**src/design/assert_macros.svh**
```systemverilog
// Assertion macros shared by the glyph renderer modules.
// No dependencies; included by every file that carries assertions.
`ifndef ASSERT_MACROS_SVH
`define ASSERT_MACROS_SVH

// Checked on the rising edge, suspended while reset is asserted.
`define BFGR_ASSERT(lbl, clk, rst_n, prop, msg) \
	lbl: assert property (@(posedge clk) disable iff (!rst_n) prop) else $error(msg);

// Checked on every rising edge, reset included.
`define BFGR_ASSERT_ALWAYS(lbl, clk, prop, msg) \
	lbl: assert property (@(posedge clk) prop) else $error(msg);

`endif

```
**src/design/bfgr_pkg.sv**
```systemverilog
// Shared constants, codes and types of the bitmap font glyph renderer.
// No dependencies; imported by every module of the block except bfgr_ram.
package bfgr_pkg;

	localparam int GLYPH_STORE_BYTES = 16384;
	localparam int CODE_POINTS       = 65536;
	localparam int MAX_HEIGHT        = 32;
	localparam int MAX_WIDTH         = 32;

	localparam int STORE_AW = $clog2(GLYPH_STORE_BYTES);
	localparam int CP_AW    = $clog2(CODE_POINTS);
	localparam int BYTE_W   = 8;
	localparam int MAP_W    = 9;
	localparam int GEOM_W   = 6;
	localparam int MAX_RB   = (MAX_WIDTH + 7) / 8;
	localparam int RB_W     = $clog2(MAX_RB + 1);
	localparam int POS_W    = (MAX_RB > 1) ? $clog2(MAX_RB) : 1;

	localparam int QUEUE_DEPTH = 4;
	localparam int QP_W        = $clog2(QUEUE_DEPTH);

	localparam int CFG_IDX_W  = 3;
	localparam int CFG_DATA_W = 14;
	localparam int IN_DATA_W  = 136;
	localparam int OUT_DATA_W = 128;

	localparam logic [CFG_IDX_W-1:0] REG_SCANLINE = 3'd0;
	localparam logic [CFG_IDX_W-1:0] REG_GCOUNT   = 3'd1;
	localparam logic [CFG_IDX_W-1:0] REG_GBYTES   = 3'd2;
	localparam logic [CFG_IDX_W-1:0] REG_GHEIGHT  = 3'd3;
	localparam logic [CFG_IDX_W-1:0] REG_GWIDTH   = 3'd4;
	localparam logic [CFG_IDX_W-1:0] REG_MAP_EN   = 3'd5;

	localparam logic [1:0] MODE_STORE = 2'd0;
	localparam logic [1:0] MODE_MAP   = 2'd1;
	localparam logic [1:0] MODE_DRAW  = 2'd2;

	localparam logic [1:0] K_NONE  = 2'd0;
	localparam logic [1:0] K_STORE = 2'd1;
	localparam logic [1:0] K_MAP   = 2'd2;
	localparam logic [1:0] K_DRAW  = 2'd3;

	typedef struct packed {
		logic [13:0] scanline_pixels;
		logic [9:0]  glyph_count;
		logic [7:0]  glyph_bytes;
		logic [5:0]  glyph_height;
		logic [5:0]  glyph_width;
		logic        map_enable;
	} cfg_t;

	typedef struct packed {
		logic [1:0]  kind;
		logic [15:0] addr;
		logic [8:0]  data;
		logic [15:0] chr;
		logic [11:0] col;
		logic [11:0] row;
		logic [31:0] fg;
		logic [31:0] bg;
	} item_t;

endpackage

```
**src/design/bfgr_front.sv**
```systemverilog
// Input side: accepts stream requests, classifies them and forwards to the queue.
// Depends on bfgr_pkg.
module bfgr_front import bfgr_pkg::*; (
	input  logic                 clk,
	input  logic                 arst_n,
	input  logic                 s_axis_tvalid,
	output logic                 s_axis_tready,
	// bits 15:0 load_address, 24:16 load_data, 40:25 character, 52:41 cell_column,
	// 64:53 cell_row, 96:65 foreground, 128:97 background, 135:129 zero
	input  logic [IN_DATA_W-1:0] s_axis_tdata,
	// bits 1:0 mode
	input  logic [1:0]           s_axis_tuser,
	input  logic                 clearing,
	input  logic                 q_full,
	output logic                 push,
	output item_t                push_item
);

	logic  vld_s1;
	item_t ent_s1;
	item_t in_item;
	logic  accept;
	logic  fwd;

	always_comb begin
		in_item.addr = s_axis_tdata[15:0];
		in_item.data = s_axis_tdata[24:16];
		in_item.chr  = s_axis_tdata[40:25];
		in_item.col  = s_axis_tdata[52:41];
		in_item.row  = s_axis_tdata[64:53];
		in_item.fg   = s_axis_tdata[96:65];
		in_item.bg   = s_axis_tdata[128:97];
		case (s_axis_tuser)
			MODE_STORE: in_item.kind = (32'(s_axis_tdata[15:0]) < GLYPH_STORE_BYTES) ?
				K_STORE : K_NONE;
			MODE_MAP:   in_item.kind = (32'(s_axis_tdata[15:0]) < CODE_POINTS) ?
				K_MAP : K_NONE;
			MODE_DRAW:  in_item.kind = K_DRAW;
			default:    in_item.kind = K_NONE;
		endcase
	end

	assign fwd           = vld_s1 & ((ent_s1.kind == K_NONE) | ~q_full);
	assign s_axis_tready = ~clearing & (~vld_s1 | fwd);
	assign accept        = s_axis_tvalid & s_axis_tready;
	assign push          = vld_s1 & (ent_s1.kind != K_NONE) & ~q_full;
	assign push_item     = ent_s1;

	always_ff @(posedge clk or negedge arst_n) begin
		if (!arst_n) begin
			vld_s1 <= 1'b0;
		end else if (accept) begin
			vld_s1 <= 1'b1;
		end else if (fwd) begin
			vld_s1 <= 1'b0;
		end
	end

	always_ff @(posedge clk) begin
		if (accept) begin
			ent_s1 <= in_item;
		end
	end

endmodule

```
**config.mk**
```make
export PLATFORM = sky130hd
export DESIGN_NAME = bfgr_front
export DESIGN_NICKNAME = d
export VERILOG_FILES = /design/src/design/assert_macros.svh /design/src/design/bfgr_pkg.sv /design/src/design/bfgr_front.sv
export SDC_FILE = /design/constraint.sdc
export NUM_CORES = 1
export LEC_CHECK = 0
export BUFFER_PORTS_ARGS = -buffer_cell sky130_fd_sc_hd__buf_2
export CORE_ASPECT_RATIO = 1.2
export CORE_MARGIN = 3
export CORE_UTILIZATION = 30
export CTS_CLUSTER_SIZE = 14
export DETAILED_ROUTE_END_ITERATION = 12
export SLEW_MARGIN = 10
export SYNTH_ARGS = -nofsm -noshare
export SYNTH_HDL_FRONTEND = slang
export SYNTH_SLANG_ARGS = --single-unit
```
**constraint.sdc**
```tcl
create_clock -name clk -period 8.93 [get_ports clk]
set_input_delay 1.786 -clock clk [delete_from_list [all_inputs] [get_ports clk]]
set_output_delay 1.786 -clock clk [all_outputs]
set_load 0.01 [all_outputs]
```
==> results of run 1 <==
[cells by family (layout without fill, tap and decap cells)]
logic type               count (synthesis)  after routing  share of synthesized area
AO/OA/AOI/OAI                            3              3                    0.00496
buffers and inverters                    2            304                    0.00186
adder cells (fa/ha/maj)                  1              1                    0.00310
flip-flops                             132            132                      0.982
AND/OR/NAND/NOR                          6              6                    0.00838
[worst max-delay path, cell delays in order]
cell and delay, ns:
buf_2 0.11, o211a_1 0.15, nor2_1 0.11, buf_2 0.14
[Yosys cell counts]
master | number | area share
edfxtp_1 | 131 | 0.98
nand2b_1 | 2 | 0.0031
inv_1 | 2 | 0.0019
dfrtp_1 | 1 | 0.0062
nor2_1 | 3 | 0.0028
ha_1 | 1 | 0.0031
o211a_1 | 1 | 0.0025
or4b_1 | 1 | 0.0025
o21ai_0 | 2 | 0.0025
[layout make-up]
cell class | count | share of cell area
tap | 164 | 0.0332
inverter | 2 | 0.00121
sequential | 132 | 0.640
clock inverter | 13 | 0.0251
timing repair buffer | 270 | 0.219
clock buffer | 19 | 0.0699
multi-input combinational | 10 | 0.0119
[metal layers]
| metal | wire (µm) | global-route usage | part of all wire | vias to the layer above |
|---|---|---|---|---|
| met5 | 27 | 0 | 0.0027 | - |
| met4 | 250 | 0.0649 | 0.025 | 4 |
| met3 | 1130 | 0.0782 | 0.11 | 25 |
| met2 | 5290 | 0.225 | 0.54 | 160 |
| met1 | 3170 | 0.127 | 0.32 | 1198 |
| li1 | - | - | - | 1164 |
[per-stage QoR]
step | worst slack (ns) | area [µm²]
2_1_floorplan | 0.929 | 4030
3_5_place_dp | 4.86 | 5600
6_report | 4.86 | 6190
4_1_cts | 4.85 | 6190
3_3_place_gp | 4.86 | 5600
5_1_grt | 4.82 | 6190
[worst paths after layout]
kind / end / start / depth (start not counted)
min: vld_s1 / vld_s1 / 2
min in group asynchronous: vld_s1 / arst_n / 1
max in group asynchronous: vld_s1 / arst_n / 1
max reg2reg: push_item[6] / push_item[130] / 3
max: s_axis_tready / q_full / 4
min reg2reg: vld_s1 / vld_s1 / 2
[cells in the final DEF, fill, tap and decap left out]
cell,synthesis,final
buf_2,0,268
edfxtp_1,131,131
clkbuf_16,0,17
clkinv_1,0,4
inv_6,0,4
bufinv_16,0,3
inv_1,2,2
o21ai_0,2,2
nor2_1,3,2
nand2b_1,2,2
clkbuf_1,0,2
clkinvlp_4,0,2
buf_4,0,2
or4b_1,1,1
o211a_1,1,1
nor2_4,0,1
ha_1,1,1
dfrtp_1,1,1
[sequential cells by signal (all words and copies together), names as in the netlist]
register and cells:
vld_s1 1, push_item 131
[power by group through the flow]
stage                     Sequential, mW  Combinational [mW]  Clock [mW]
after floorplan                    0.754              0.0111           0
after global placement             0.734              0.0834           0
after detailed placement           0.735              0.0854           0
after CTS                          0.722              0.0857       0.709
after global routing               0.724              0.0914       0.741
final                              0.722              0.0835       0.688
==> flow_summary_export.csv, run 1 <==
group,metric,value,unit
min_path,holdCritPathClass,"reg2reg",
synthesis,avgSynthCellArea,28.0,µm²
grt,overflow,0,
sta,fin_setup_tns,0,ns
sta,hold_slack,0.740,ns
final_layout,antenna_cells,0,
pwr,total_power,1.49,mW
pwr,p_leak,2.63,nW
clock_network,cts_tree,"built",
route,routed_wl,9860,µm
pwr,powerDensity,241,nW/µm²
pwr,netSwitchingFraction,0.202,
synthesis,ys_types,9,
sta,period_minus_slack,4.07,ns
synthesis,synth-seq-cells,132,
pwr,p_int,1.19,mW
outcome,outcome,"finished, final reports clean",
pwr,clkPwrFrac,0.461,
clock_network,clk_latency,0.40,ns
sta,fin_skew,0.00665,ns
final_layout,multi_input_area,73.8,µm²
final_layout,drive_above_1_share,0.666,
final_layout,finalNetCount,577,
clock_network,postCtsSetupBuffers,0,
sta,slew_headroom,0.356,
critical_path,cp_data_required_time,7.14,ns
critical_path,criticalPathCategory,"in2out",
sta,period_share,0.456,
final_layout,finish.utilization,0.480,
grt,grt_max_degree,79,
sta,setup_viol,0,
final_layout,fillers,1183,
floorplan,start_util,0.313,
sta,rsz0062_at_grt,"no",
pwr,peakVddDrop,0.0979,mV
place,port_buffers,268,
route,first_iter_violations,68,
clock_network,cts_root_buf,"clkbuf_16",
sta,slew_viol_final,0,
final_layout,final_cells,610,
floorplan,die_area,14900,µm²
run,maxCapViolations,0,
sta,max_freq,245,MHz
final_layout,syn2layout_area_growth,53.5,%
clock_network,cts_resized,0,
grt,grt_antenna_before_repair,2,
critical_path,end_kind,"primary output",
synthesis,postSynthCellCount,144,
synthesis,synth_area,4030,µm²
sta,worst_pin_slew,0.966,ns
floorplan,die_y,133,µm
sta,finalHoldViolations,0,
place,dpl.cell_count,578,
clock_network,cts_buffer_depth,2,
critical_path,cp_max_fo,3,
place,finalWeightedCongestion,0.741,
route,final_antenna_net_count,0,
clock_network,clock-sinks,132,
pwr,p_switching,0.301,mW
route,vias,2551,
place,post-dp-hpwl,7520,µm
synthesis,ys_warn_count,0,
pwr,seqPwrFrac,0.483,
floorplan,fp.dieW,112,µm
pwr,comb_power_share,0.056,
floorplan,pin_count,276,
grt,track_usage,0.132,
route,drc,0,
critical_path,critPathArrivalTime,2.29,ns
floorplan,core_area,12900,µm²
floorplan,rows,45,
grt,grt_pass1_wl,14600,µm
synthesis,yosysSeqAreaShare,0.982,
clock_network,cts.htree.levels,4,
route,drt-pass1-iter-count,4,
clock_network,clkTransAtPathRegs,0.06,ns
synthesis,syn-num-nets,288,
route,wl_per_cell,16.2,µm
route,via_per_inst,4.18,
critical_path,r2r_slack,6.92,ns
clock_network,ctsHoldBuffers,0,
final_layout,ff_latch_area,3960,µm²
grt,grt_pass1_vias,2769,
critical_path,startpoint_type,"input pin",
clock_network,numCtsBuffers,17,
No activity file was read; power rests on OpenSTA's default activity.
==> run 2: changes to the inputs <==
Clock period 8.93 ns to 3.5 ns, I/O delays scaled along.
==> run 2 against run 1 <==
  * Die area unchanged
  * Clock skew up 0.0013 ns
  * Sequential share of layout area down 0.54 points
  * Cell area up 0.85%
  * Sequential power rose to 2.5 times the previous value
  * Flip-flop and latch count unchanged
  * Power rose to 2.6 times the previous value
  * Via count down 0.39%
  * Routed wire length down 1.2%
  * Cell count unchanged
  * Global-route usage down 0.13 points
  * Core utilization up 0.41 points
  * Critical endpoint unchanged
==> flow_summary_export.csv, run 2 (same netlist as run 1, synthesis figures left out) <==
group,metric,value,unit
clock_network,postCtsSetupBuffers,0,
route,first_iter_violations,91,
sta,fin_skew,0.00795,ns
min_path,holdCritPathClass,"in2async",
floorplan,start_util,0.313,
grt,grt_pass1_wl,14700,µm
floorplan,die_y,133,µm
critical_path,criticalPathCategory,"reg2out",
sta,period_minus_slack,2.05,ns
grt,grt_antenna_before_repair,1,
clock_network,cts_tree,"built",
final_layout,finalNetCount,577,
critical_path,crit_path_max_incr_delay,0.41,ns
place,port_buffers,268,
route,drt-pass1-iter-count,4,
sta,worst_pin_slew,0.574,ns
clock_network,cts_buffer_depth,2,
pwr,powerDensity,622,nW/µm²
final_layout,antenna_cells,0,
critical_path,r2r_cells,3,
pwr,p_leak,2.65,nW
critical_path,crit_cells,3,
critical_path,cp_max_fo,3,
clock_network,cts_root_buf,"clkbuf_16",
floorplan,fp.dieW,112,µm
sta,setup_viol,0,
place,post-dp-hpwl,7420,µm
route,via_per_inst,4.17,
clock_network,numCtsBuffers,17,
route,wl_per_cell,16.0,µm
route,wl_met1,3330,µm
sta,period_share,0.586,
critical_path,path_buf_inv,1,
final_layout,largest_register_ffs,131,
critical_path,path_cells,"o211a_1 -> nor2_1 -> buf_2",
sta,max_freq,487,MHz
critical_path,startpoint_type,"register",
place,dpl.cell_count,578,
final_layout,final_cell_mix,"buf_2 (268), edfxtp_1 (131), clkbuf_16 (17)",
sta,finalHoldViolations,0,
route,drc,0,
route,vias,2541,
clock_network,cts.htree.levels,4,
pwr,peakVddDrop,0.334,mV
sta,hold_slack,0.0631,ns
clock_network,ctsHoldBuffers,0,
route,final_antenna_net_count,0,
clock_network,clock-sinks,132,
floorplan,core_area,12900,µm²
floorplan,die_area,14900,µm²
sta,slew_headroom,0.616,
final_layout,final_cells,610,
clock_network,clkTransAtPathRegs,0.06,ns
grt,overflow,0,
grt,grt_pass1_vias,2752,
critical_path,slowest_stage,"edfxtp_1",
floorplan,rows,45,
critical_path,end_kind,"primary output",
route,wl_met3,985,µm
critical_path,cp_data_required_time,2.80,ns
route,wl_met2,5240,µm
sta,rsz0062_at_grt,"no",
grt,track_usage,0.131,
sta,slew_viol_final,0,
outcome,outcome,"finished, final reports clean",
final_layout,drive_above_1_share,0.670,
grt,grt_max_degree,60,
critical_path,critPathArrivalTime,1.35,ns
floorplan,pin_count,276,
place,finalWeightedCongestion,0.822,
clock_network,cts_resized,0,
pwr,total_power,3.88,mW
critical_path,critical-path-top-delay-family,"flip-flops",
final_layout,layout_commonest_cell,"buf_2",
route,routed_wl,9740,µm
run,maxCapViolations,0,
final_layout,syn2layout_area_growth,54.8,%
clock_network,clk_latency,0.40,ns
sta,fin_setup_tns,0,ns
route,top_layer_used,"met5",
run 2: cell count changes in the layout (fill, tap and decap cells not counted):
| cell | previous run | this run |
|---|---|---|
| clkinv_1 | 4 | 2 |
| clkinv_4 | 0 | 3 |
| inv_6 | 4 | 1 |
| clkinv_2 | 0 | 1 |
| bufinv_16 | 3 | 4 |
| buf_4 | 2 | 0 |
| buf_12 | 0 | 2 |
run 2: metal layers:
layer | vias to the layer above | track usage
met1 | 1201 | 0.134
li1 | 1165 | -
met5 | - | 0
met3 | 19 | 0.0659
met4 | 2 | 0.0561
met2 | 154 | 0.226
run 2: final timing paths:
| path | start | to | slack, ns |
|---|---|---|---|
| worst max-delay path | push_item[130] | s_axis_tready | 1.45 |
| worst min-delay path | arst_n | vld_s1 | 0.06 |
| worst max register to register | push_item[130] | push_item[125] | 1.57 |
| worst min register to register | vld_s1 | vld_s1 | 0.73 |
| max in group asynchronous | arst_n | vld_s1 | 3.35 |
| min in group clk | s_axis_tdata[60] | push_item[71] | 0.47 |
run 2: layout make-up:
type,count,area [µm²]
multi-input combinational,10,73.8
timing repair buffer,270,1380
tap,164,205
clock inverter,13,183
clock buffer,19,433
fill,1134,6650
inverter,2,7.51
sequential,132,3960
run 2: power breakdown:
| part | internal [mW] | switching, mW | total (mW) |
|---|---|---|---|
| clock | 1.19 | 0.634 | 1.82 |
| sequential | 1.82 | 0.0156 | 1.84 |
| combinational | 0.101 | 0.116 | 0.217 |
run 2: stage by stage:
| step | setup WS, ns | area (µm²) | util |
|---|---|---|---|
| final | 1.45 | 6240 | 0.484 |
| after CTS | 1.42 | 6240 | 0.484 |
| after floorplan | 0.261 | 4040 | - |
| after detailed placement | 1.27 | 5630 | 0.436 |
| after global routing | 1.32 | 6240 | 0.484 |
| after global placement | 1.32 | 5630 | 0.436 |
