==> src/design/assert_macros.svh <==
// Assertion macros shared by the glyph renderer modules.
// No dependencies; included by every file that carries assertions.
`ifndef ASSERT_MACROS_SVH
`define ASSERT_MACROS_SVH

// Checked on the rising edge, suspended while reset is asserted.
`define BFGR_ASSERT(lbl, clk, rst_n, prop, msg) \
	lbl: assert property (@(posedge clk) disable iff (!rst_n) prop) else $error(msg);

// Checked on every rising edge, reset included.
`define BFGR_ASSERT_ALWAYS(lbl, clk, prop, msg) \
	lbl: assert property (@(posedge clk) prop) else $error(msg);

`endif

==> src/design/bfgr_pkg.sv <==
// Shared constants, codes and types of the bitmap font glyph renderer.
// No dependencies; imported by every module of the block except bfgr_ram.
package bfgr_pkg;

	localparam int GLYPH_STORE_BYTES = 16384;
	localparam int CODE_POINTS       = 65536;
	localparam int MAX_HEIGHT        = 32;
	localparam int MAX_WIDTH         = 32;

	localparam int STORE_AW = $clog2(GLYPH_STORE_BYTES);
	localparam int CP_AW    = $clog2(CODE_POINTS);
	localparam int BYTE_W   = 8;
	localparam int MAP_W    = 9;
	localparam int GEOM_W   = 6;
	localparam int MAX_RB   = (MAX_WIDTH + 7) / 8;
	localparam int RB_W     = $clog2(MAX_RB + 1);
	localparam int POS_W    = (MAX_RB > 1) ? $clog2(MAX_RB) : 1;

	localparam int QUEUE_DEPTH = 4;
	localparam int QP_W        = $clog2(QUEUE_DEPTH);

	localparam int CFG_IDX_W  = 3;
	localparam int CFG_DATA_W = 14;
	localparam int IN_DATA_W  = 136;
	localparam int OUT_DATA_W = 128;

	localparam logic [CFG_IDX_W-1:0] REG_SCANLINE = 3'd0;
	localparam logic [CFG_IDX_W-1:0] REG_GCOUNT   = 3'd1;
	localparam logic [CFG_IDX_W-1:0] REG_GBYTES   = 3'd2;
	localparam logic [CFG_IDX_W-1:0] REG_GHEIGHT  = 3'd3;
	localparam logic [CFG_IDX_W-1:0] REG_GWIDTH   = 3'd4;
	localparam logic [CFG_IDX_W-1:0] REG_MAP_EN   = 3'd5;

	localparam logic [1:0] MODE_STORE = 2'd0;
	localparam logic [1:0] MODE_MAP   = 2'd1;
	localparam logic [1:0] MODE_DRAW  = 2'd2;

	localparam logic [1:0] K_NONE  = 2'd0;
	localparam logic [1:0] K_STORE = 2'd1;
	localparam logic [1:0] K_MAP   = 2'd2;
	localparam logic [1:0] K_DRAW  = 2'd3;

	typedef struct packed {
		logic [13:0] scanline_pixels;
		logic [9:0]  glyph_count;
		logic [7:0]  glyph_bytes;
		logic [5:0]  glyph_height;
		logic [5:0]  glyph_width;
		logic        map_enable;
	} cfg_t;

	typedef struct packed {
		logic [1:0]  kind;
		logic [15:0] addr;
		logic [8:0]  data;
		logic [15:0] chr;
		logic [11:0] col;
		logic [11:0] row;
		logic [31:0] fg;
		logic [31:0] bg;
	} item_t;

endpackage

==> src/design/bfgr_queue.sv <==
// Short request queue between the classifying front and the executing back.
// Depends on bfgr_pkg and assert_macros.svh.
`include "assert_macros.svh"
module bfgr_queue import bfgr_pkg::*; (
	input  logic  clk,
	input  logic  arst_n,
	input  logic  push,
	input  item_t push_item,
	output logic  full,
	input  logic  pop,
	output item_t head,
	output logic  empty
);

	item_t         ent_q [QUEUE_DEPTH];
	logic [QP_W-1:0] wr_ptr_q;
	logic [QP_W-1:0] rd_ptr_q;
	logic [QP_W:0]   cnt_q;

	assign full  = (cnt_q == (QP_W+1)'(QUEUE_DEPTH));
	assign empty = (cnt_q == '0);
	assign head  = ent_q[rd_ptr_q];

	always_ff @(posedge clk or negedge arst_n) begin
		if (!arst_n) begin
			wr_ptr_q <= '0;
			rd_ptr_q <= '0;
			cnt_q    <= '0;
		end else begin
			if (push) begin
				wr_ptr_q <= wr_ptr_q + 1'b1;
			end
			if (pop) begin
				rd_ptr_q <= rd_ptr_q + 1'b1;
			end
			case ({push, pop})
				2'b10:   cnt_q <= cnt_q + 1'b1;
				2'b01:   cnt_q <= cnt_q - 1'b1;
				default: cnt_q <= cnt_q;
			endcase
		end
	end

	always_ff @(posedge clk) begin
		if (push) begin
			ent_q[wr_ptr_q] <= push_item;
		end
	end

	`BFGR_ASSERT(a_queue_no_overflow, clk, arst_n, push |-> !full, "push into full queue")
	`BFGR_ASSERT(a_queue_no_underflow, clk, arst_n, pop |-> !empty, "pop from empty queue")
	`BFGR_ASSERT(a_queue_count_bound, clk, arst_n, cnt_q <= (QP_W+1)'(QUEUE_DEPTH), "queue count out of range")

endmodule

==> config.mk <==
export PLATFORM = sky130hd
export DESIGN_NAME = bfgr_queue
export DESIGN_NICKNAME = d
export VERILOG_FILES = /design/src/design/bfgr_pkg.sv /design/src/design/bfgr_queue.sv
export VERILOG_INCLUDE_DIRS = /design/src /design/src/design
export SDC_FILE = /design/constraint.sdc
export NUM_CORES = 1
export LEC_CHECK = 0
export BUFFER_PORTS_ARGS = -buffer_cell sky130_fd_sc_hd__clkbuf_2
export CORE_UTILIZATION = 57
export DETAILED_ROUTE_END_ITERATION = 6
export PLACE_DENSITY = 0.77
export SLEW_MARGIN = 20
export SYNTH_ARGS = -nofsm -noshare
export SYNTH_HDL_FRONTEND = slang
export SYNTH_SLANG_ARGS = --single-unit
==> constraint.sdc <==
create_clock -name clk -period 5.13 [get_ports clk]
set_input_delay 0.513 -clock clk [delete_from_list [all_inputs] [get_ports clk]]
set_output_delay 0.513 -clock clk [all_outputs]
set_load 0.01 [all_outputs]
==> impl.org, run 1 <==
** Run status
- The run finished with clean final reports.

** Placed design
- During placement, the flow inserted port buffers numbering 267.
- At the end of routability-driven placement, the weighted congestion stood at 0.7139.
- Post-DP HPWL :: 20.81 mm

** Global route
- Pin count of the biggest net entering global routing :: 84
- Vias in the first global route :: 9112
- After global routing the overflow that remains totals 0.
- Initial antenna violation count :: 3
- In the global route stage, overall resource usage came out at 20.36%.
- Global-route wire length before repair :: 51.68 mm

** Floorplanning
- Total core area :: 32950 µm²
- For this configuration, the core starts out at a cell density of 58.53%.
- DIE AREA :: 34570 µm²
- Width of the chip :: 185.9 µm
- For this design the top-level I/O count stands at 268.
- Die outline height :: 185.9 µm
- Site row count :: 66

** Synthesis
- For this run, the register share of the synthesized area comes to 82.51%.
- The number of nets in the synthesized netlist is 863.
- Count of mapped cells out of synthesis :: 722
- Async set or reset register ratio after synthesis :: 1.318%
- Most repeated cell in the gate-level netlist after synthesis :: sky130_fd_sc_hd__edfxtp_1
- In this run, synthesis produced a sequential element count of 531.
- Number of enable-type register cells in the synthesized netlist :: 524
- The average instance in the mapped netlist occupies 26.71 µm².
- Yosys warns :: 0
- After synthesis the cells add up to 19280 µm².
- Most common library cells after synthesis :: sky130_fd_sc_hd__edfxtp_1 (524), sky130_fd_sc_hd__mux4_2 (131), sky130_fd_sc_hd__buf_2 (16)
- Share of the synthesized area in the top cell type :: 81.60%
- Cell type with the largest total area after synthesis :: sky130_fd_sc_hd__edfxtp_1
- Top cells by area in the synthesized netlist :: sky130_fd_sc_hd__edfxtp_1 (82%), sky130_fd_sc_hd__mux4_2 (15%), sky130_fd_sc_hd__dfrtp_1 (0.91%)
- After synthesis, the netlist uses 18 different library cells.
- For this run, the leading register cell type out of synthesis is sky130_fd_sc_hd__edfxtp_1.

** Setup path
- Crit path arrival time :: 2.79 ns
- For the worst setup path, the data required time is 4.62 ns.
- The number of cells on the worst reg-to-reg path is 4.
- In this run the critical register-to-register path is launched from wr_ptr_q[0].
- WS Path Type :: register to primary output
- Count of buffer and inverter cells on the critical path :: 2
- STA classifies the critical path endpoint as a primary output.
- Critical Path Source Type :: register
- Setup slack of the worst register-to-register path :: 2.83 ns
- Maximum fanout along the worst path :: 46
- The critical path crosses 3 cells after its start point.
- Slowest stage cell, crit path :: sky130_fd_sc_hd__dfrtp_4
- The largest single stage delay on the critical path is 1.05 ns.
- Largest delay share family, worst path :: flip-flops
- In this run the critical register-to-register path is captured at ent_q[2][98].
- CP cell instances :: buf_4 > mux4_2 > clkbuf_2

** Clocking
- Clock buffer depth :: 3
- TritonCTS buffer count :: 51
- Resized cells post-CTS :: 0
- Clk sink count :: 531
- CTS tree :: yes
- Clock-pin slew on the worst setup and hold paths :: 0.06 ns
- Count of H-tree levels built during CTS :: 2
- Source-to-sink clock delay at the later pin of the worst-skew pair :: 0.54 ns
- Clock root buffer master :: sky130_fd_sc_hd__clkbuf_16

** Finish
- From synthesis to final layout, the design area changed by 17.86%.
- The layout has 1983 filler cells.
- The number of antenna diodes in the final layout is 0.
- The sequential cells in the finished layout cover a total of 15920 µm².
- Summing all multi-input logic gate instances after layout gives 3157 µm².
- The post-route netlist has 45.35% of its cells at a drive strength greater than 1.
- NumNets Final :: 1167

** Timing
- Highest Clock Rate :: 302.5 MHz
- Setup violations remaining at the end of the flow were counted as 0.
- Summed over all failing endpoints, the final setup total negative slack is 0 ns.
- For the final database, setup skew stands at 0.01516 ns.
- Of the available clock period, the critical path in the final layout requires 64.44%.
- Unrepaired setup endpoints after global routing :: false
- In this run the tightest slew margin relative to its limit is 37.53%.
- Counting I/O delays and the setup requirement, the final critical path takes 3.306 ns.
- For the pin with the worst max-slew slack, the measured transition is 0.9370 ns.
- Final Max Slew Viols :: 0
- Count of final hold-check violations :: 0

** Power
- For this design the total switching power over the nets is 3.705 mW.
- Total power of the final layout :: 13.07 mW
- Power spread over the standard cell area amounts to 575.2 nW/µm².
- Switch share :: 28.34%
- In this run the static leakage power is 7.820 nW.
- Sequential cells account for 46.3% of the total power.
- The internal power of the cells totals 9.367 mW.
- Clock share of power :: 26.8%
- The share of total power dissipated in combinational logic is 27.0%.
- VDD sags by at most 0.4089 mV.

** Detailed routing
- Once detail routing completed, the nets flagged for antenna violations numbered 0.
- Dividing the detail-routed wire length by the instance count gives 23.17 µm.
- Via Count :: 8570
- Top routing layer in use :: met5
- In this run, the number of DRC markers left after iteration 0 of detailed routing was 633.
- Wire segments on met2 add up to 17.36 mm in the final route.
- In the routed design, unresolved DRC markers number 0.
- Using the TritonRoute via totals, the vias-per-cell ratio works out to 5.687.
- Routed wire length :: 34.92 mm
- The first detailed-routing pass ran for 5 iterations.
- For this block, wires on met1 add up to 13.71 mm.
- Met3 wire length :: 3.115 mm

** Min path
- Worst Hold Endpoint :: ent_q[1][31]
- The path class of the tightest hold or removal check is input pin to register.
- Along the worst hold path, the cell count comes to 1.
- Launch point of the worst hold path :: push_item[31]

** Job
- Max-cap violations in this run came to 0.
==> layer usage <==
layer	track usage, %	up-vias
met2	33.55	285
met4	5.213	6
met5	0	-
li1	-	3737
met3	6.476	64
met1	26.48	4478
==> state kept, by name, summed over array words and instances, names as in the netlist <==
signal	flops
ent_q	524
rd_ptr_q	2
cnt_q	3
wr_ptr_q	2
==> placed cells by master (no fill, tap or decap), drive strengths merged, types with 2 or more instances in the layout <==
cell and instances:
buf 13, ha 5, bufinv 2, o21ai 2, nand2 3, inv 7, and2 4, mux4 131
xnor2 2, xor2 4, clkbuf 341, edfxtp 524, clkinv 14, dfrtp 7
==> worst reg2reg max path, cell delays in order, from the launching register on <==
cell and delay (ns):
sky130_fd_sc_hd__dfrtp_1 0.42, sky130_fd_sc_hd__inv_1 0.10, sky130_fd_sc_hd__ha_1 0.15, sky130_fd_sc_hd__and2_4 0.71, sky130_fd_sc_hd__buf_12 0.44
==> how the worst max path moves through the flow <==
stage / startpoint / end / slack [ns]
2_1_floorplan: wr_ptr_q[0] / ent_q[0][0] / 1.0
3_3_place_gp: rd_ptr_q[0] / head[38] / 2.31
3_5_place_dp: rd_ptr_q[0] / head[125] / 2.29
4_1_cts: rd_ptr_q[0] / head[121] / 1.69
5_1_grt: rd_ptr_q[0] / head[121] / 1.60
6_report: rd_ptr_q[0] / head[121] / 1.82
==> power by group through the flow <==
stage	clock, mW	sequential, mW	combinational (mW)
2_1_floorplan	0	5.97	2.48
3_3_place_gp	0	6.12	3.56
3_5_place_dp	0	6.16	3.60
4_1_cts	3.57	6.08	3.61
5_1_grt	3.73	6.13	3.81
6_report	3.50	6.05	3.53
==> area by class of cell <==
class                      count  area share, %
sequential                   531          70.04
multi-input combinational    155          13.89
timing repair buffer         281          6.628
clock buffer                  74          6.314
tap                          442          2.433
clock inverter                18         0.6001
inverter                       6        0.09909
==> kinds of logic after synthesis <==
logic type | share of synthesized area (%)
multiplexers | 15.30
adder cells (fa/ha/maj) | 0.4282
AND/OR/NAND/NOR | 0.2660
AO/OA/AOI/OAI | 0.05191
XOR/XNOR | 0.2725
flip-flops | 82.51
buffers and inverters | 1.174
==> per-stage QoR <==
stage	utilization (%)	setup slack (ns)	instances	area (µm²)	hold WS (ns)
3_3_place_gp	64.18	2.309	1414	21150	0.3565
3_5_place_dp	64.18	2.293	1414	21150	0.3632
4_1_cts	68.98	1.693	1507	22730	0.1553
5_1_grt	68.98	1.603	1507	22730	0.1565
6_report	68.98	1.824	1507	22730	0.1808
2_1_floorplan	-	0.9992	722	19280	0.2174
==> repair_timing <==
action / in CTS / in global routing
hold buffers: 1 / 0
endpoints found under the setup margin: 0 / 0
hold endpoints to repair: 7 / 0
setup buffers: 0 / 0
Note: power is estimated with default switching activity, not from simulation.
==> run 2, diff against run 1 <==
--- a/config.mk
+++ b/config.mk
@@ -7,9 +7,9 @@
 export NUM_CORES = 1
 export LEC_CHECK = 0
 export BUFFER_PORTS_ARGS = -buffer_cell sky130_fd_sc_hd__clkbuf_2
-export CORE_UTILIZATION = 57
+export CORE_UTILIZATION = 51
 export DETAILED_ROUTE_END_ITERATION = 6
-export PLACE_DENSITY = 0.77
+export PLACE_DENSITY = 0.73
 export SLEW_MARGIN = 20
 export SYNTH_ARGS = -nofsm -noshare
 export SYNTH_HDL_FRONTEND = slang
==> constraint.sdc (replaced) <==
create_clock -name clk -period 2.85 [get_ports clk]
set_input_delay 0.285 -clock clk [delete_from_list [all_inputs] [get_ports clk]]
set_output_delay 0.285 -clock clk [all_outputs]
set_load 0.01 [all_outputs]
==> run 2 against run 1 <==
- critical path type unchanged
- sequential power rose by 75%
- hold slack got worse by 0.081 ns
- critical path depth stayed put
- core utilization down 2.4 points
- register-to-register slack got worse by 1.7 ns
- count of clock-buffer cells in the layout shrank 11
==> impl.org, run 2 (synthesis results as in run 1) <==
** Clocking
- TritonCTS buffer count :: 52 (+2.0%)
- Clock buffer depth :: 3 (unchanged)
- The clock-pin slew on the worst setup and hold paths is 0.06 ns (about the same).
- Clk sink count :: 531 (unchanged)
- Count of H-tree levels built during CTS :: 2 (unchanged)
- TritonCTS built the clock tree.
- The root buffer cell chosen for the clock tree is sky130_fd_sc_hd__clkbuf_16.
- Resized cells post-CTS :: 0 (unchanged)
- Source-to-sink clock delay at the later pin of the worst-skew pair :: 0.58 ns (+0.04 ns)

** Timing
- Transition time at the pin with the least slew margin :: 0.6014 ns (-0.3357 ns)
- Worst slew slack as a fraction of its limit :: 59.91% (+22 points)
- Highest Clock Rate :: 393.4 MHz
- Crit path setup slack, layout :: 0.3079 ns (-1.516 ns)
- The final setup TNS is 0 ns (unchanged).
- Minimum clock period :: 2.542 ns
- Count of final hold-check violations :: 0 (unchanged)
- The count of pins over their slew limit was 0 (unchanged).
- Part of the cycle the worst path needs :: 89.20%
- Hold slack final :: 0.09937 ns (-0.08139 ns)
- Unrepaired setup endpoints after global routing :: false
- The total of endpoints with negative setup slack in the final report is 0 (unchanged).
- Clk_skew :: 0.01101 ns (-0.004146 ns)

** Detailed routing
- Number of search-and-repair iterations in the first detailed-routing pass :: 5 (unchanged)
- Met3 wire length :: 2.888 mm (-7.3%)
- Routed met1 length :: 15.29 mm (+11%)
- The wire length on met2 was 19.06 mm (+9.8%).
- The via total after detailed routing was 9148 (+6.7%).
- Routed length per instance :: 22.24 µm (-4.0%)
- The routed via count divided by cell count came to 5.331 (-6.3%).
- Routed wire length :: 38.17 mm (+9.3%)
- Antenna Violating Nets Remaining :: 0 (unchanged)
- DRC violation total after the first TritonRoute iteration :: 506 (-20%)
- Total DRC errors in the routed layout :: 0 (unchanged)
- Top routing layer in use :: met5

** Placed design
- The final HPWL from detailed placement is 20.81 mm (about the same).
- The number of cells in the design after placement came to 1480 (+4.7%).
- Total of buffers placed on input and output ports :: 267 (unchanged)
- The global placer's final weighted congestion came to 0.7198 (+0.83%).
- Post-detailed-placement cell area :: 21390 µm² (+1.2%)
- Worst slack, placed :: 0.8746 ns (-1.419 ns)

** Global route
- Pin count of the biggest net entering global routing :: 83 (-1.2%)
- Initial antenna violation count :: 5 (+2)
- The aggregate global routing overflow was 0 (unchanged).
- The via count of the first global-routing pass came to 10070 (+10%).
- Global-route wire length before repair :: 58.04 mm (+12%)
- Total GRT Usage :: 20.28% (-0.084 points)

** Setup path
- Critical Path Source Type :: register
- The slowest stage of the critical path is the sky130_fd_sc_hd__dfrtp_4 cell.
- Biggest cell delay along the critical path :: 0.63 ns (-0.42 ns)
- Nature of the critical path endpoint :: primary output
- Required time worst endpoint :: 2.57 ns (-2.05 ns)
- The maximum fanout along the worst path is 12 (-74%).
- CP cell instances :: buf_4 > mux4_2 > clkbuf_2
- The critical path is of the register to primary output type.
- Crit path arrival time :: 2.26 ns (-0.53 ns)

** Floorplanning
- Total core area :: 36870 µm² (+12%)
- The die outline height came to 196.5 µm (+5.7%).
- Width of the chip :: 196.5 µm (+5.7%)
- The die area was 38590 µm² (+12%).
- Site row count :: 70 (+6.1%)
- The I/O pin total was 268 (unchanged).
- The initial cell density of the core was 52.30% (-6.2 points).

** Finish
- In the layout the commonest cells are sky130_fd_sc_hd__edfxtp_1 (524), sky130_fd_sc_hd__clkbuf_2 (267), sky130_fd_sc_hd__dlygate4sd3_1 (134), sky130_fd_sc_hd__mux4_2 (131), sky130_fd_sc_hd__clkbuf_16 (54).
- Largest register FFs :: 524 (unchanged)
- The number of nets in the layout came to 1305 (+12%).
- The count of non-filler cells in the finished layout was 1716 (+14%).
- In the final layout, the registers with the most flip-flops are ent_q (524), cnt_q (3).
- The area taken by flip-flops and latches is 15920 µm² (unchanged).
- Area of the multi-input gates :: 3157 µm² (unchanged)
- Commonest non-fill, non-tap cell in the layout :: sky130_fd_sc_hd__edfxtp_1
- Synthesis-to-finish area growth :: 27.30%
- Layout cell share with drive strength beyond 1 :: 41.39% (-4.0 points)
- Counting flops per register, the top entry is ent_q.
- The fill cell instance count of the final layout was 2292 (+16%).
- The final instance area came to 24550 µm² (+8.0%).
- Finished Core Util :: 66.57% (-2.4 points)

** Power
- The worst-case vdd ir drop is 1.035 mV (+150%).
- The total power consumption of the routed design was 24.81 mW (+90%).
- The cell area power density came to 1011 nW/µm² (+76%).
- The total leakage power was 8.546 nW (+9.3%).

** Job
- The count of max-cap constraint violations was 0 (unchanged).

** Min path
- In this run the worst hold path is classified as input pin to asynchronous set/reset pin.

** Run status
- Outcome :: complete, no violations
[run 2: cell count changes in the layout (fill, tap and decap cells not counted), moves of 4 or more]
cell,change
sky130_fd_sc_hd__buf_12,+11
sky130_fd_sc_hd__buf_4,-7
sky130_fd_sc_hd__bufinv_16,+7
sky130_fd_sc_hd__clkbuf_1,-9
sky130_fd_sc_hd__diode_2,+4
sky130_fd_sc_hd__dlygate4sd3_1,+133
[run 2: path summary, 6_finish.rpt]
| path | start | end | slack (ns) | cells after the start |
|---|---|---|---|---|
| max | rd_ptr_q[0] | head[91] | 0.31 | 3 |
| min | arst_n | cnt_q[2] | 0.1 | 2 |
| max reg2reg | wr_ptr_q[0] | ent_q[0][90] | 1.15 | 4 |
| min reg2reg | cnt_q[2] | cnt_q[2] | 0.52 | 1 |
| max in group asynchronous | arst_n | rd_ptr_q[1] | 2.53 | 2 |
| min in group clk | push_item[110] | ent_q[1][110] | 0.46 | 2 |
[run 2: area by class of cell]
type                            instances  area share [%]
Antenna cell                            4         0.04078
Clock buffer                           63           5.642
Clock inverter                         35           1.708
Tap cell                              504           2.569
Timing Repair Buffer                  418           12.24
Sequential cell                       531           64.85
Inverter                                6         0.09175
Multi-Input combinational cell        155           12.86
[run 2: worst max-delay path, delay by kind of cell, from the launching register on]
family | cells | cell delay, ns
flops | 1 | 0.63
mux | 1 | 0.55
buf+inv | 2 | 0.49
[run 2: repair_timing]
action                     in CTS  in global routing
hold endpoints to repair      533                  0
setup endpoints to repair       0                  0
buffers inserted                0                  0
hold buffers                  134                  0
[run 2: power by group]
part	total, mW	switching (mW)	internal (mW)
sequential	10.6	0.399	10.2
clock	7.11	2.82	4.29
combinational	7.09	3.80	3.29
[run 2: layer usage]
layer / vias to the layer above / global-route usage (%)
met3: 68 / 5.818
met2: 319 / 33.69
met5: - / 0
met4: 2 / 6.597
met1: 4735 / 25.96
li1: 4024 / -
==> run 3, diff against run 2 <==
--- a/config.mk
+++ b/config.mk
@@ -8,6 +8,7 @@
 export LEC_CHECK = 0
 export BUFFER_PORTS_ARGS = -buffer_cell sky130_fd_sc_hd__clkbuf_2
 export CORE_UTILIZATION = 51
+export CTS_BUF_LIST = sky130_fd_sc_hd__clkbuf_16
 export DETAILED_ROUTE_END_ITERATION = 6
 export PLACE_DENSITY = 0.73
 export SLEW_MARGIN = 20
==> run 3 against run 2 <==
- routed wire length about the same
- design area unchanged
- fmax about the same
- highest routed layer unchanged
- register-to-register slack about the same
- final cell count unchanged
- combinational power about the same
- sequential share of layout area unchanged
- sequential power about the same
- sequential cell count unchanged
- critical path type unchanged
- clock skew about the same
==> impl.org, run 3 (synthesis results as in run 1) <==
** Run status
- The flow ran to the end, and the final reports show no timing, DRC or antenna violations.

** Placed design
- The final HPWL from detailed placement came to 20.81 mm (unchanged).
- The number of port buffers was 267 (unchanged).
- The global placer's final weighted congestion came to 0.7198 (unchanged).
- Post-detailed-placement cell area :: 21390 µm² (unchanged)

** Clocking
- Clock root buffer master :: sky130_fd_sc_hd__clkbuf_16
- The worst-case clock buffer depth is 3 (unchanged).
- CTS tree :: yes
- The clock-pin slew on the worst setup and hold paths was 0.06 ns (about the same).
- Post-CTS setup buffer count :: 0 (unchanged)
- The clock latency of the later-clocked register in the worst-skew pair is 0.58 ns (about the same).
- The number of sinks handled by clock tree synthesis was 531 (unchanged).
- The total CTS buffers was 52 (unchanged).
- The maximum level of the CTS H-tree was 2 (unchanged).

** Floorplanning
- DIE AREA :: 38590 µm² (unchanged)
- The I/O pin total is 268 (unchanged).
- The die outline height came to 196.5 µm (unchanged).
- Total core area :: 36870 µm² (unchanged)
- Initial Utilization :: 52.30% (unchanged)
- The site row count came to 70 (unchanged).
- Width of the chip :: 196.5 µm (unchanged)

** Finish
- Total non-filler cell area in the finished layout :: 24550 µm² (unchanged)
- Commonest cells after routing, fill and taps aside :: sky130_fd_sc_hd__edfxtp_1 (524), sky130_fd_sc_hd__clkbuf_2 (267), sky130_fd_sc_hd__dlygate4sd3_1 (134), sky130_fd_sc_hd__mux4_2 (131), sky130_fd_sc_hd__clkbuf_16 (54)
- Layout cell share with drive strength beyond 1 :: 41.39% (unchanged)
- Commonest non-fill, non-tap cell in the layout :: sky130_fd_sc_hd__edfxtp_1
- The fill cell instance count of the final layout came to 2292 (unchanged).
- Synthesis-to-finish area growth :: 27.30% (unchanged)
- Top Registers :: ent_q (524), cnt_q (3)
- More flip-flops sit in one register than any other, and that register is ent_q.
- The number of nets in the layout is 1305 (unchanged).
- Largest register FFs :: 524 (unchanged)

** Setup path
- Reg2Reg Launch Point :: wr_ptr_q[0]
- End of the worst register-to-register path :: ent_q[0][46]
- Nature of the critical path endpoint :: primary output
- Setup slack of the worst register-to-register path :: 1.15 ns (about the same)
- The number of cell instances on the worst register-to-register path is 4 (unchanged).
- Crit path arrival time :: 2.26 ns (about the same)
- STA classifies the critical path startpoint as a register.
- The required time of the worst setup path was 2.57 ns (about the same).
- WS Path Type :: register to primary output
- Maximum fanout along the worst path :: 12 (unchanged)

** Power
- The reported net switching power is 7.021 mW (about the same).
- The total leakage power came to 8.583 nW (+0.44%).
- The worst-case vdd ir drop was 1.035 mV (about the same).
- Switch share :: 28.34% (+0.040 points)
- The cell area power density came to 1009 nW/µm² (-0.13%).
- Clock share of power :: 28.5% (about the same)
- P_int :: 17.76 mW (-0.18%)
- Combinational cell fraction of total power :: 28.6% (about the same)
- Register share of total power :: 42.8% (about the same)

** Timing
- Part of the cycle the worst path needs :: 89.28% (about the same)
- The final setup TNS is 0 ns (unchanged).
- Unrepaired setup endpoints after global routing :: false
- Clk_skew :: 0.01110 ns (+0.00008790 ns)
- Highest Clock Rate :: 393.0 MHz (about the same)
- The total of endpoints with negative setup slack in the final report is 0 (unchanged).
- The worst max-slew margin expressed relative to the limit is 59.98% (+0.068 points).
- The final critical delay including setup and external delays came to 2.544 ns (+0.002415 ns).
- The count of pins over their slew limit came to 0 (unchanged).
- The actual slew at the worst max-slew pin is 0.6003 ns (-0.001023 ns).
- Count of final hold-check violations :: 0 (unchanged)

** Detailed routing
- Total DRC errors in the routed layout :: 0 (unchanged)
- The wire length after detailed routing is 38.20 mm (about the same).
- Number of search-and-repair iterations in the first detailed-routing pass :: 5 (unchanged)
- DRC violation total after the first TritonRoute iteration :: 529 (+4.5%)
- Via Count :: 9148 (unchanged)
- Routed length per instance :: 22.26 µm (about the same)
- Antenna Violating Nets Remaining :: 0 (unchanged)
- Via-per-instance ratio :: 5.331 (unchanged)

** Global route
- Pin count of the biggest net entering global routing :: 83 (unchanged)
- The via count of the first global-routing pass came to 10070 (+0.060%).
- The aggregate global routing overflow came to 0 (unchanged).
- The wire length of the first global-routing pass is 58.03 mm (about the same).
- The overall fraction of global-route tracks in use is 20.28% (unchanged).
- Initial antenna violation count :: 5 (unchanged)

** Min path
- The tightest min-delay check is of the input pin to asynchronous set/reset pin type.

** Job
- Max-cap violations :: 0 (unchanged)
==> run 3: cell count changes in the layout (fill, tap and decap cells not counted), sizes merged <==
cell and delta:
clkbuf -9, inv +9
==> run 3: worst max path at each step <==
| stage | startpoint | end | slack [ns] | cells after the start |
|---|---|---|---|---|
| 2_1_floorplan | wr_ptr_q[0] | ent_q[2][0] | 0.18 | 3 |
| 3_3_place_gp | rd_ptr_q[0] | head[84] | 0.90 | 3 |
| 3_5_place_dp | rd_ptr_q[0] | head[96] | 0.87 | 3 |
| 4_1_cts | rd_ptr_q[0] | head[96] | 0.23 | 3 |
| 5_1_grt | rd_ptr_q[0] | head[96] | 0.18 | 3 |
| 6_report | rd_ptr_q[0] | head[91] | 0.31 | 3 |
==> run 3: power by group through the flow <==
stage                     sequential (mW)  combinational, mW  clock [mW]
final                                10.6               7.09        7.07
after global routing                 10.7               7.61        7.49
after CTS                            10.6               7.24        7.20
after detailed placement             10.8               7.04           0
after global placement               10.7               7.02           0
after floorplan                      10.6               4.47           0
==> run 3: through the flow <==
| step | instances | hold WS (ns) | total power, mW | util, % | worst slack (ns) |
|---|---|---|---|---|---|
| floorplan | 722 | -0.01059 | 15.10 | - | 0.1775 |
| global placement | 1480 | 0.1448 | 17.69 | 58.01 | 0.8991 |
| detailed placement | 1480 | 0.1502 | 17.80 | 58.01 | 0.8746 |
| CTS | 1712 | 0.09043 | 25.06 | 66.55 | 0.2303 |
| global route | 1716 | 0.09898 | 25.82 | 66.57 | 0.1838 |
| finish | 1716 | 0.1071 | 24.78 | 66.57 | 0.3055 |
==> run 3: repair_timing <==
item	4_1_cts	5_1_grt
hold endpoints to repair	533	0
resized for setup	0	0
hold buffers	134	0
==> run 3: worst max-delay path: stages (launching register included) <==
cell	delay (ns)
sky130_fd_sc_hd__dfrtp_4	0.63
sky130_fd_sc_hd__buf_4	0.34
sky130_fd_sc_hd__mux4_2	0.55
sky130_fd_sc_hd__clkbuf_2	0.15
==> run 3: routing by layer <==
| metal | share of wire, % | vias to the layer above | GRT usage [%] |
|---|---|---|---|
| li1 | - | 4023 | - |
| met1 | 40 | 4750 | 25.94 |
| met2 | 50 | 305 | 33.70 |
| met3 | 7.4 | 68 | 5.818 |
| met4 | 2.4 | 2 | 6.597 |
| met5 | 0.034 | - | 0 |
==> run 3: cell type report <==
type	instances	area, µm²	share of cell area (%)
flip-flops and latches	531	15920	64.85
multi-input cells	155	3157	12.86
repair buffers	418	3005	12.24
clock buffers	54	1351	5.505
well taps	504	630.6	2.569
clock inverters	44	452.9	1.845
inverters	6	22.52	0.09175
diodes	4	10.01	0.04078
